[config.mk]
export PLATFORM = sky130hd
export DESIGN_NAME = bzip2_block_boundary_scanner
export DESIGN_NICKNAME = d
export VERILOG_FILES = /design/src/rtl/bbs_pkg.sv /design/src/rtl/bzip2_block_boundary_scanner.sv
export SDC_FILE = /design/constraint.sdc
export NUM_CORES = 1
export LEC_CHECK = 0
export BUFFER_PORTS_ARGS = -buffer_cell sky130_fd_sc_hd__buf_4
export CAP_MARGIN = 10
export CORE_MARGIN = 3
export CORE_UTILIZATION = 63
export DETAILED_ROUTE_END_ITERATION = 8
export GPL_TIMING_DRIVEN = 0
export PLACE_DENSITY = 0.84
export SETUP_SLACK_MARGIN = 0.5
export SLEW_MARGIN = 30
export SYNTH_ARGS = -nofsm -noshare
export SYNTH_HDL_FRONTEND = slang
export SYNTH_SLANG_ARGS = --single-unit
export TNS_END_PERCENT = 100
[constraint.sdc]
create_clock -name clk -period 21.9 [get_ports clk]
set_input_delay 1.095 -clock clk [delete_from_list [all_inputs] [get_ports clk]]
set_output_delay 1.095 -clock clk [all_outputs]
set_load 0.02 [all_outputs]
[src/rtl/bbs_pkg.sv]
// Package for the bzip2 block boundary scanner.
// Holds field widths, reset patterns, result kinds and register indexes.
// No dependencies.
`timescale 1ns / 1ps

package bbs_pkg;

    // Fixed widths of the stream patterns and result fields
    localparam int MagicBits    = 48;
    localparam int CrcBits      = 32;
    localparam int FieldPosBits = 40;
    localparam int CrcCountBits = 6;

    // Reset values of the match patterns (first stream bit is the MSB)
    localparam logic [MagicBits-1:0] BlockMagicReset = 48'h314159265359;
    localparam logic [MagicBits-1:0] EndMagicReset   = 48'h177245385090;

    // Result kind codes
    typedef enum logic {
        KIND_BOUNDARY = 1'b0,
        KIND_CRC      = 1'b1
    } kind_t;

    // Configuration register indexes
    typedef enum logic {
        CFG_BLOCK_MAGIC = 1'b0,
        CFG_END_MAGIC   = 1'b1
    } cfg_index_t;

endpackage

[src/rtl/bzip2_block_boundary_scanner.sv]
// Top level of the bzip2 block boundary scanner.
// Scans a bit stream for block and end-of-stream magics and reports boundaries and the CRC.
// Depends on bbs_pkg.
`timescale 1ns / 1ps

// Takes one compressed-stream bit per input beat (s_tdata[0]) and reports, on the
// output stream, each block boundary (start positions of a magic and of the next
// block or end magic) and finally the 32-bit stream CRC that follows the
// end-of-stream magic. After the CRC beat, further bits are accepted and ignored
// until reset. The block takes one bit per clock cycle while the output is not
// stalled: a bit is registered at the input, then a single stage does the window
// shift, the two 48-bit compares and the position subtract, and writes the output
// register. The input keeps accepting while a result waits, until the input register
// is also full. Positions are bit counts from the start of the stream, saturating at
// the counter width, and reported in 40 bits. The match patterns may be rewritten
// through the cfg port while the block is idle.
module bzip2_block_boundary_scanner
    import bbs_pkg::*;
#(
    parameter int POSITION_BITS = 40
)
(
    input  logic                    clk,
    input  logic                    rst_n,
    // Configuration write port
    input  logic                    cfg_we,
    input  logic                    cfg_index,
    input  logic [MagicBits-1:0]    cfg_data,
    // Input stream
    input  logic                    s_tvalid,
    output logic                    s_tready,
    input  logic [7:0]              s_tdata,    // [0] bit_in, [7:1] zero
    // Output stream
    output logic                    m_tvalid,
    input  logic                    m_tready,
    output logic [111:0]            m_tdata,    // [39:0] start_pos, [79:40] end_pos,
                                                // [111:80] crc_value
    output logic [0:0]              m_tuser     // [0] kind
);

    localparam int PosExtBits = (POSITION_BITS > FieldPosBits) ? POSITION_BITS : FieldPosBits;
    localparam logic [POSITION_BITS-1:0] PosMax = {POSITION_BITS{1'b1}};

    // Configuration registers
    logic [MagicBits-1:0] block_magic_reg;
    logic [MagicBits-1:0] end_magic_reg;

    always_ff @(posedge clk or negedge rst_n)
    begin
        if (!rst_n)
        begin
            block_magic_reg <= BlockMagicReset;
            end_magic_reg   <= EndMagicReset;
        end
        else if (cfg_we)
        begin
            case (cfg_index_t'(cfg_index))
                CFG_BLOCK_MAGIC: block_magic_reg <= cfg_data;
                CFG_END_MAGIC:   end_magic_reg   <= cfg_data;
                default:         block_magic_reg <= block_magic_reg;
            endcase
        end
    end

    // Input register and pipeline flow
    logic in_valid_reg;
    logic in_bit_reg;
    logic advance;

    assign advance  = in_valid_reg && (!m_tvalid || m_tready);
    assign s_tready = !in_valid_reg || advance;

    always_ff @(posedge clk or negedge rst_n)
    begin
        if (!rst_n)
        begin
            in_valid_reg <= 1'b0;
        end
        else if (s_tready)
        begin
            in_valid_reg <= s_tvalid;
        end
    end

    always_ff @(posedge clk)
    begin
        if (s_tready && s_tvalid)
        begin
            in_bit_reg <= s_tdata[0];
        end
    end

    // Scanner state
    logic [MagicBits-1:0]     window_reg,    window_next;
    logic [POSITION_BITS-1:0] pos_reg,       pos_next;
    logic [FieldPosBits-1:0]  prev_hit_reg,  prev_hit_next;
    logic [CrcBits-1:0]       crc_shift_reg, crc_shift_next;
    logic [CrcCountBits-1:0]  crc_left_reg,  crc_left_next;
    logic                     capturing_reg, capturing_next;
    logic                     finished_reg,  finished_next;

    // Result register contents
    logic                     emit;
    kind_t                    res_kind;
    logic [FieldPosBits-1:0]  res_start;
    logic [FieldPosBits-1:0]  res_end;
    logic [CrcBits-1:0]       res_crc;

    logic [PosExtBits-1:0]    pos_diff;
    logic [FieldPosBits-1:0]  hit_pos;
    logic                     window_full;
    logic                     is_end;
    logic                     is_block;

    // Per-bit scan: shift, compare, compute hit position
    always_comb
    begin
        window_next    = window_reg;
        pos_next       = pos_reg;
        prev_hit_next  = prev_hit_reg;
        crc_shift_next = crc_shift_reg;
        crc_left_next  = crc_left_reg;
        capturing_next = capturing_reg;
        finished_next  = finished_reg;
        emit           = 1'b0;
        res_kind       = KIND_BOUNDARY;
        res_start      = prev_hit_reg;
        res_end        = '0;
        res_crc        = '0;

        pos_diff    = PosExtBits'(pos_reg) + PosExtBits'(!(pos_reg == PosMax))
                      - PosExtBits'(MagicBits);
        hit_pos     = pos_diff[FieldPosBits-1:0];
        window_next = {window_reg[MagicBits-2:0], in_bit_reg};
        window_full = 1'b0;
        is_end      = 1'b0;
        is_block    = 1'b0;

        if (finished_reg)
        begin
            window_next = window_reg;
        end
        else
        begin
            if (pos_reg != PosMax)
            begin
                pos_next = pos_reg + 1'b1;
            end

            if (capturing_reg)
            begin
                // CRC capture: bits only fill the shift register
                window_next    = window_reg;
                crc_shift_next = {crc_shift_reg[CrcBits-2:0], in_bit_reg};
                if (crc_left_reg != '0)
                begin
                    crc_left_next = crc_left_reg - 1'b1;
                end
                if (crc_left_next == '0)
                begin
                    capturing_next = 1'b0;
                    finished_next  = 1'b1;
                    emit           = 1'b1;
                    res_kind       = KIND_CRC;
                    res_crc        = crc_shift_next;
                end
            end
            else
            begin
                // Magic search once the window holds a full pattern
                window_full = (PosExtBits'(pos_next) >= PosExtBits'(MagicBits));
                is_end      = window_full && (window_next == end_magic_reg);
                is_block    = window_full && (window_next == block_magic_reg);
                if (is_end || is_block)
                begin
                    if (prev_hit_reg != '0)
                    begin
                        emit    = 1'b1;
                        res_end = hit_pos;
                    end
                    prev_hit_next = hit_pos;
                end
                if (is_end)
                begin
                    capturing_next = 1'b1;
                    crc_left_next  = CrcCountBits'(CrcBits);
                    crc_shift_next = '0;
                end
            end
        end
    end

    always_ff @(posedge clk or negedge rst_n)
    begin
        if (!rst_n)
        begin
            window_reg    <= '0;
            pos_reg       <= '0;
            prev_hit_reg  <= '0;
            crc_shift_reg <= '0;
            crc_left_reg  <= '0;
            capturing_reg <= 1'b0;
            finished_reg  <= 1'b0;
        end
        else if (advance)
        begin
            window_reg    <= window_next;
            pos_reg       <= pos_next;
            prev_hit_reg  <= prev_hit_next;
            crc_shift_reg <= crc_shift_next;
            crc_left_reg  <= crc_left_next;
            capturing_reg <= capturing_next;
            finished_reg  <= finished_next;
        end
    end

    // Output register
    logic                    out_valid_reg, out_valid_next;
    kind_t                   out_kind_reg;
    logic [FieldPosBits-1:0] out_start_reg;
    logic [FieldPosBits-1:0] out_end_reg;
    logic [CrcBits-1:0]      out_crc_reg;

    assign out_valid_next = advance ? emit : (out_valid_reg && !m_tready);

    always_ff @(posedge clk or negedge rst_n)
    begin
        if (!rst_n)
        begin
            out_valid_reg <= 1'b0;
        end
        else
        begin
            out_valid_reg <= out_valid_next;
        end
    end

    always_ff @(posedge clk)
    begin
        if (advance && emit)
        begin
            out_kind_reg  <= res_kind;
            out_start_reg <= res_start;
            out_end_reg   <= res_end;
            out_crc_reg   <= res_crc;
        end
    end

    assign m_tvalid   = out_valid_reg;
    assign m_tdata    = {out_crc_reg, out_end_reg, out_start_reg};
    assign m_tuser[0] = out_kind_reg;

    // Checks on scanner state and results
    a_crc_beat_finishes: assert property (@(posedge clk) disable iff (!rst_n)
        (out_valid_reg && out_kind_reg == KIND_CRC) |-> finished_reg)
        else $error("CRC result present without finished state");

    a_capture_not_done: assert property (@(posedge clk) disable iff (!rst_n)
        capturing_reg |-> (!finished_reg && crc_left_reg != '0))
        else $error("CRC capture active with no bits left or after finish");

    a_boundary_start: assert property (@(posedge clk) disable iff (!rst_n)
        (out_valid_reg && out_kind_reg == KIND_BOUNDARY) |-> (out_start_reg != '0))
        else $error("boundary reported from a zero start position");

    a_finished_frozen: assert property (@(posedge clk) disable iff (!rst_n)
        finished_reg |=> (finished_reg && $stable(pos_reg) && $stable(window_reg)))
        else $error("state changed after stream end");

endmodule
* Word level (Yosys, flattened, before mapping) *
Index checks and enable logic that the tools add are counted.
Widths: inputs -> output; s select.

storage, ports and cells
  flip-flop bits (word level) = 378
  ROM bits = 0
  output and inout port bits = 115
  word-level logic and storage cells = 76
  input bits = 62
  memories kept = 0
  RAM bits = 0
  latch bits = 0

cells by class
  bitwise gates (word level) = 6
  shift operators = 0
  $mul = 0
  muxes and demuxes = 20
  add/subtract/negate cells = 4
  order comparisons = 1
  divide/modulo/power cells = 0
  equal/unequal tests = 4
  reduce and logical (&&, ||, !) cells = 25

operators with widths
  cell                   number
  $eq 48x48->1           2
  $mux 40                2
  $mux 31                2
  $add 40x1->40          1
  $add 40x1->40 const B  1
  $eq 40x40->1 const B   1
  $ge 40x6->1 const B    1
  $ne 40x40->1 const B   1
  $reduce_bool 40->1     1
  $sub 40x6->40 const B  1
  $mux 6                 5
  $mux 1                 11
  $logic_and 1x1->1      6
  $logic_not 6->1        1
  $not 1->1              6
  $reduce_and 2->1       3
  $reduce_and 3->1       2
  $reduce_bool 6->1      1
  $sub 6x1->6 const B    1
  $logic_not 1->1        4
  $reduce_and 4->1       1
  $reduce_or 4->1        1
  $logic_or 1x1->1       3
  $reduce_or 3->1        1
  $reduce_bool 2->1      1

* Longest topological paths before layout *
  depth after elaboration = 10
  depth in mapped cells = 16
  depth with buffers taken out = 15

* Worst setup path after synthesis *
No wires, ideal clock.

  path kind = register to register
  start = reg pos_reg[1]
  end = reg out_kind_reg (netlist: m_tuser), enable pin
  buffers on the path = 0
  required time = 21278 ps
  period minus slack after synthesis = 8286 ps
  arrival = 7663 ps
  path slack = 13614 ps
  setup time = 622 ps
  stages on the path, launching flop included = 10
  cells stage by stage = dfrtp_1 -> ha_1 -> nand4_1 -> nor4_4 -> nand4_1 -> and3_1 -> a31o_2 -> nand4_1 -> o31ai_1 -> a21oi_1

between the ends
  word-level cells in the longest chain between the ends = 10
  elaborated cells on any way between the ends = 12
  those cells by class = 1 x add/sub; 1 x order compare; 1 x eq/ne; 5 x mux; 4 x reduce/logical

ends and longest elaborated chain
  element                                        RTL line                                                                  source
  start: declaration                             bzip2_block_boundary_scanner.sv:95                                        logic [POSITION_BITS-1:0] pos_reg, pos_next;
  start signal: assignment                       bzip2_block_boundary_scanner.sv:208                                       pos_reg <= pos_next;
  $add 40x1->40 or $ne 40x40->1 (tied branches)  bzip2_block_boundary_scanner.sv:147, bzip2_block_boundary_scanner.sv:145
  $mux 40 *                                      bzip2_block_boundary_scanner.sv:145                                       if (pos_reg != PosMax)
  $mux 40 *                                      bzip2_block_boundary_scanner.sv:139                                       if (finished_reg)
  $ge 40x6->1 *                                  bzip2_block_boundary_scanner.sv:171                                       window_full = (PosExtBits'(pos_next) >= PosExtBits'(MagicBits));
  $logic_and 1x1->1 (on tied branches)           bzip2_block_boundary_scanner.sv:172, bzip2_block_boundary_scanner.sv:173
  $logic_or 1x1->1 *                             bzip2_block_boundary_scanner.sv:174                                       if (is_end || is_block)
  $mux 1 *                                       bzip2_block_boundary_scanner.sv:174
  $mux 1 *                                       bzip2_block_boundary_scanner.sv:150                                       if (capturing_reg)
  $mux 1 *                                       bzip2_block_boundary_scanner.sv:139
  $logic_and 1x1->1 *                            bzip2_block_boundary_scanner.sv:240                                       if (advance && emit)
  end signal: assignment                         bzip2_block_boundary_scanner.sv:242                                       out_kind_reg <= res_kind;
  end: declaration                               bzip2_block_boundary_scanner.sv:219                                       kind_t out_kind_reg;

Mark *: on every way between the ends. The rest lies on a longest branch, timed or not. The select of a mux whose other input is x is not followed.
A chain may end at the register's enable or synchronous reset.

* Worst setup path after layout *
  start = reg pos_reg[1]
  end = reg out_start_reg[37], enable pin

between the ends
  word-level cells in the longest chain between the ends = 10
  elaborated cells on any way between the ends = 12
  those cells by class = 1 x add/sub; 1 x order compare; 1 x eq/ne; 5 x mux; 4 x reduce/logical

ends and longest elaborated chain
  element                                        RTL line                                                                  source
  $add 40x1->40 or $ne 40x40->1 (tied branches)  bzip2_block_boundary_scanner.sv:147, bzip2_block_boundary_scanner.sv:145
  $mux 40 *                                      bzip2_block_boundary_scanner.sv:145
  $mux 40 *                                      bzip2_block_boundary_scanner.sv:139
  $ge 40x6->1 *                                  bzip2_block_boundary_scanner.sv:171
  $logic_and 1x1->1 (on tied branches)           bzip2_block_boundary_scanner.sv:172, bzip2_block_boundary_scanner.sv:173
  $logic_or 1x1->1 *                             bzip2_block_boundary_scanner.sv:174
  $mux 1 *                                       bzip2_block_boundary_scanner.sv:174
  $mux 1 *                                       bzip2_block_boundary_scanner.sv:150
  $mux 1 *                                       bzip2_block_boundary_scanner.sv:139
  $logic_and 1x1->1 *                            bzip2_block_boundary_scanner.sv:240
  end signal: assignment                         bzip2_block_boundary_scanner.sv:243                                       out_start_reg <= res_start;
  end: declaration                               bzip2_block_boundary_scanner.sv:220                                       logic [FieldPosBits-1:0] out_start_reg;

Marked as above.

==> impl_metrics.ini <==
[run_status]
outcome = completed

[synth]
ys.flop_type = dfrtp_1
syn_area_per_cell_sq_um = 12.7
netlist_area_sq_mm = 0.0178
syn_inst = 1406
synth-async-reset-ratio = 0.698
synth_cell_type_count = 70
ys_seq_area_frac = 0.566
yosys.area.top_type = dfrtp_1
synth-edff-count = 114
synth_fp_nets = 1473
yosysWarnings = 0
synth_top_cell_area_share = 0.318
synth_top_cells_by_area = dfrtp_1, edfxtp_1, mux2_2, dfstp_2, xnor2_1
ys_ff_latch = 378

[routing]
dr_total_vias = 12000
route.detailed.wl_per_inst_microns = 20.5
dr.first_iter.drc_count = 971
via_per_inst = 5.91
antenna_left = 0
drt-total-wl_mm = 41.6
drc_errors = 0
first_pass_iters = 5

[power]
clkPwrFrac = 0.440
p_int_mw = 1.21
p_sw_frac = 0.217
p_per_area_mw_per_mm2 = 73.1
power_frac_comb = 0.055
seqPwrFrac = 0.505
p_leak_nw = 9.60
p_switching_uw = 335
vdd_ir_drop_max_mv = 0.0694

[sta]
fin_tns_setup_ps = 0
rsz0062_at_grt = false
fin_hold_ws_ps = 476
drv_slew = 0
hold_viol_final = 0
final.period_utilization = 0.223
max_freq_ghz = 0.205
finalSetupViolations = 0
tightest_slew_ps = 908
slew_headroom = 0.389
finClkSkew_ps = 18.2
post-route-min-period_ps = 4890

[setup_path]
cp_cell_sequence = ha_1 > nand4_1 > nor4_4 > nand4_1 > nand4_1 > mux2i_1 > nand4_1 > o31ai_1 > a21oi_4 > buf_8 > buf_16 > buf_16 > buf_8
worstPathMaxFanout = 23
cp-start-kind = flop
ff2ff_path_depth = 13
cpPeakStageDelay_ps = 870
cp_data_required_time_ps = 22160
reg2reg_from = pos_reg[1]
startpoint = pos_reg[1]
cp_slowest_cell = o31ai_1
reg2reg_to = out_start_reg[37]
arrival_ps = 5150
cpMostUsedCell = nand4_1
reg2reg_slack_ps = 17010
end_kind = flop
path_class = reg2reg

[final_layout]
drive_above_1_share = 0.319
layout_common_cells = dfrtp_1, buf_4, mux2_2
nNetsFinal = 1691
synthToLayoutAreaGrowth_pct = 18.4
n_fill_cell = 1663
layout_commonest_cell = dfrtp_1
antenna_cells = 0

[clocking]
cts_resized = 0
root_buffer = clkbuf_16
cts_tree = yes
h-tree-depth = 2
cts_inserted_buffers = 39
insertion_delay_ps = 530
cts_sinks = 378
cts_setup_buffers = 0
clk_path_buf_depth = 3
clk_pin_slew_ps = 60
cts_hold_buf = 0

[floorplan]
die-area_sq_mm = 0.0303
die_h_microns = 174
ioPinCount = 177
start_util = 0.650
placement_rows = 60
core_sq_mm = 0.0274
die_w_microns = 174

[placement]
port_buffers = 169
gp_congestion = 0.919
place_hpwl_mm = 29.1

[global_routing]
grt_max_degree = 78
antenna_found_initial = 0
grt_pass1_vias = 12200
grt_pass1_wl_mm = 66.2
overflow = 0
grtUsageTotal = 0.273

[hold_path]
hold_class = in2async

[flow_run]
cap_violations = 0
-- final cells by class --
class	instances	area [sq um]	area share
timing repair buffer	177	1470	0.0698
sequential	378	10100	0.478
clock inverter	14	170	0.00807
tap	372	465	0.0221
buffer	85	429	0.0203
inverter	11	41.3	0.00196
multi-input combinational	932	7280	0.345
clock buffer	58	1160	0.0549
-- cell usage after synthesis, types with 3 or more instances --
| library cell | count |
|---|---|
| nand4_1 | 40 |
| o21ai_1 | 21 |
| nand3_1 | 30 |
| a22oi_1 | 34 |
| edfxtp_1 | 114 |
| o31a_1 | 3 |
| xor2_1 | 91 |
| nor4_1 | 33 |
| xnor2_1 | 94 |
| o31ai_1 | 7 |
| and2_1 | 38 |
| nor2_1 | 50 |
| or3_1 | 9 |
| ha_1 | 5 |
| or2_2 | 7 |
| buf_2 | 23 |
| buf_4 | 11 |
| buf_6 | 5 |
| nor4_2 | 3 |
| clkbuf_1 | 34 |
| nor3_1 | 30 |
| and4_1 | 3 |
| inv_1 | 11 |
| mux2_2 | 144 |
| mux2_4 | 40 |
| a21oi_1 | 11 |
| nor3b_1 | 4 |
| nor2b_1 | 40 |
| buf_1 | 10 |
| dfrtp_1 | 226 |
| dfstp_2 | 38 |
| and3_1 | 14 |
| o21ai_0 | 26 |
| or4_1 | 10 |
| mux2i_1 | 3 |
| nand2b_1 | 44 |
| nand2_1 | 55 |
-- per-stage QoR --
stage,setup slack (ps),power (mW),cell area (sq um),cells,utilization
after floorplan,13610,0.835,17800,1406,-
after global placement,11280,0.868,19500,1947,0.713
after detailed placement,17120,0.875,19800,1955,0.721
after CTS,17100,1.55,21100,2027,0.770
after global routing,16700,1.59,21100,2027,0.770
final,17010,1.54,21100,2027,0.770
-- logic make-up after synthesis --
group	Yosys count	share of synthesized area
AOI/OAI and AO/OA	129	0.0499
adders and majority gates	5	0.00351
and+or+nand+nor	426	0.137
DFF	378	0.566
muxes	187	0.126
xor gates and xnor gates	185	0.0910
buffers and inverters	96	0.0264
-- routing by layer --
layer,GRT usage,vias to the layer above,share of wire
met1,0.366,5995,0.41
met5,0,-,0
met4,0.0788,0,0.027
li1,-,5460,-
met2,0.465,463,0.50
met3,0.0433,69,0.066
-- worst max-delay path by stage --
stage / to / slack, ps / depth (start not counted)
finish: out_start_reg[37] / 17010 / 13
global route: out_start_reg[37] / 16700 / 13
CTS: out_start_reg[34] / 17100 / 13
detailed placement: out_end_reg[32] / 17120 / 13
global placement: out_start_reg[34] / 11280 / 9
floorplan: m_tuser / 13610 / 9
-- power by group through the flow --
stage	clock network [mW]	registers [mW]	logic [mW]
after floorplan	0	0.785	0.0495
after global placement	0	0.790	0.0783
after detailed placement	0	0.792	0.0829
after CTS	0.687	0.779	0.0851
after global routing	0.715	0.782	0.0914
final	0.679	0.779	0.0842
-- worst max-delay path: cells and delay by family, from the launching register on --
family                   cells  cell delay (ps)
buffers and inverters        4              760
AO/OA/AOI/OAI                2             1100
flip-flops                   1              470
adder cells (fa/ha/maj)      1              360
AND/OR/NAND/NOR              5             1610
multiplexers                 1              280
(Power assumes the default switching activity.)
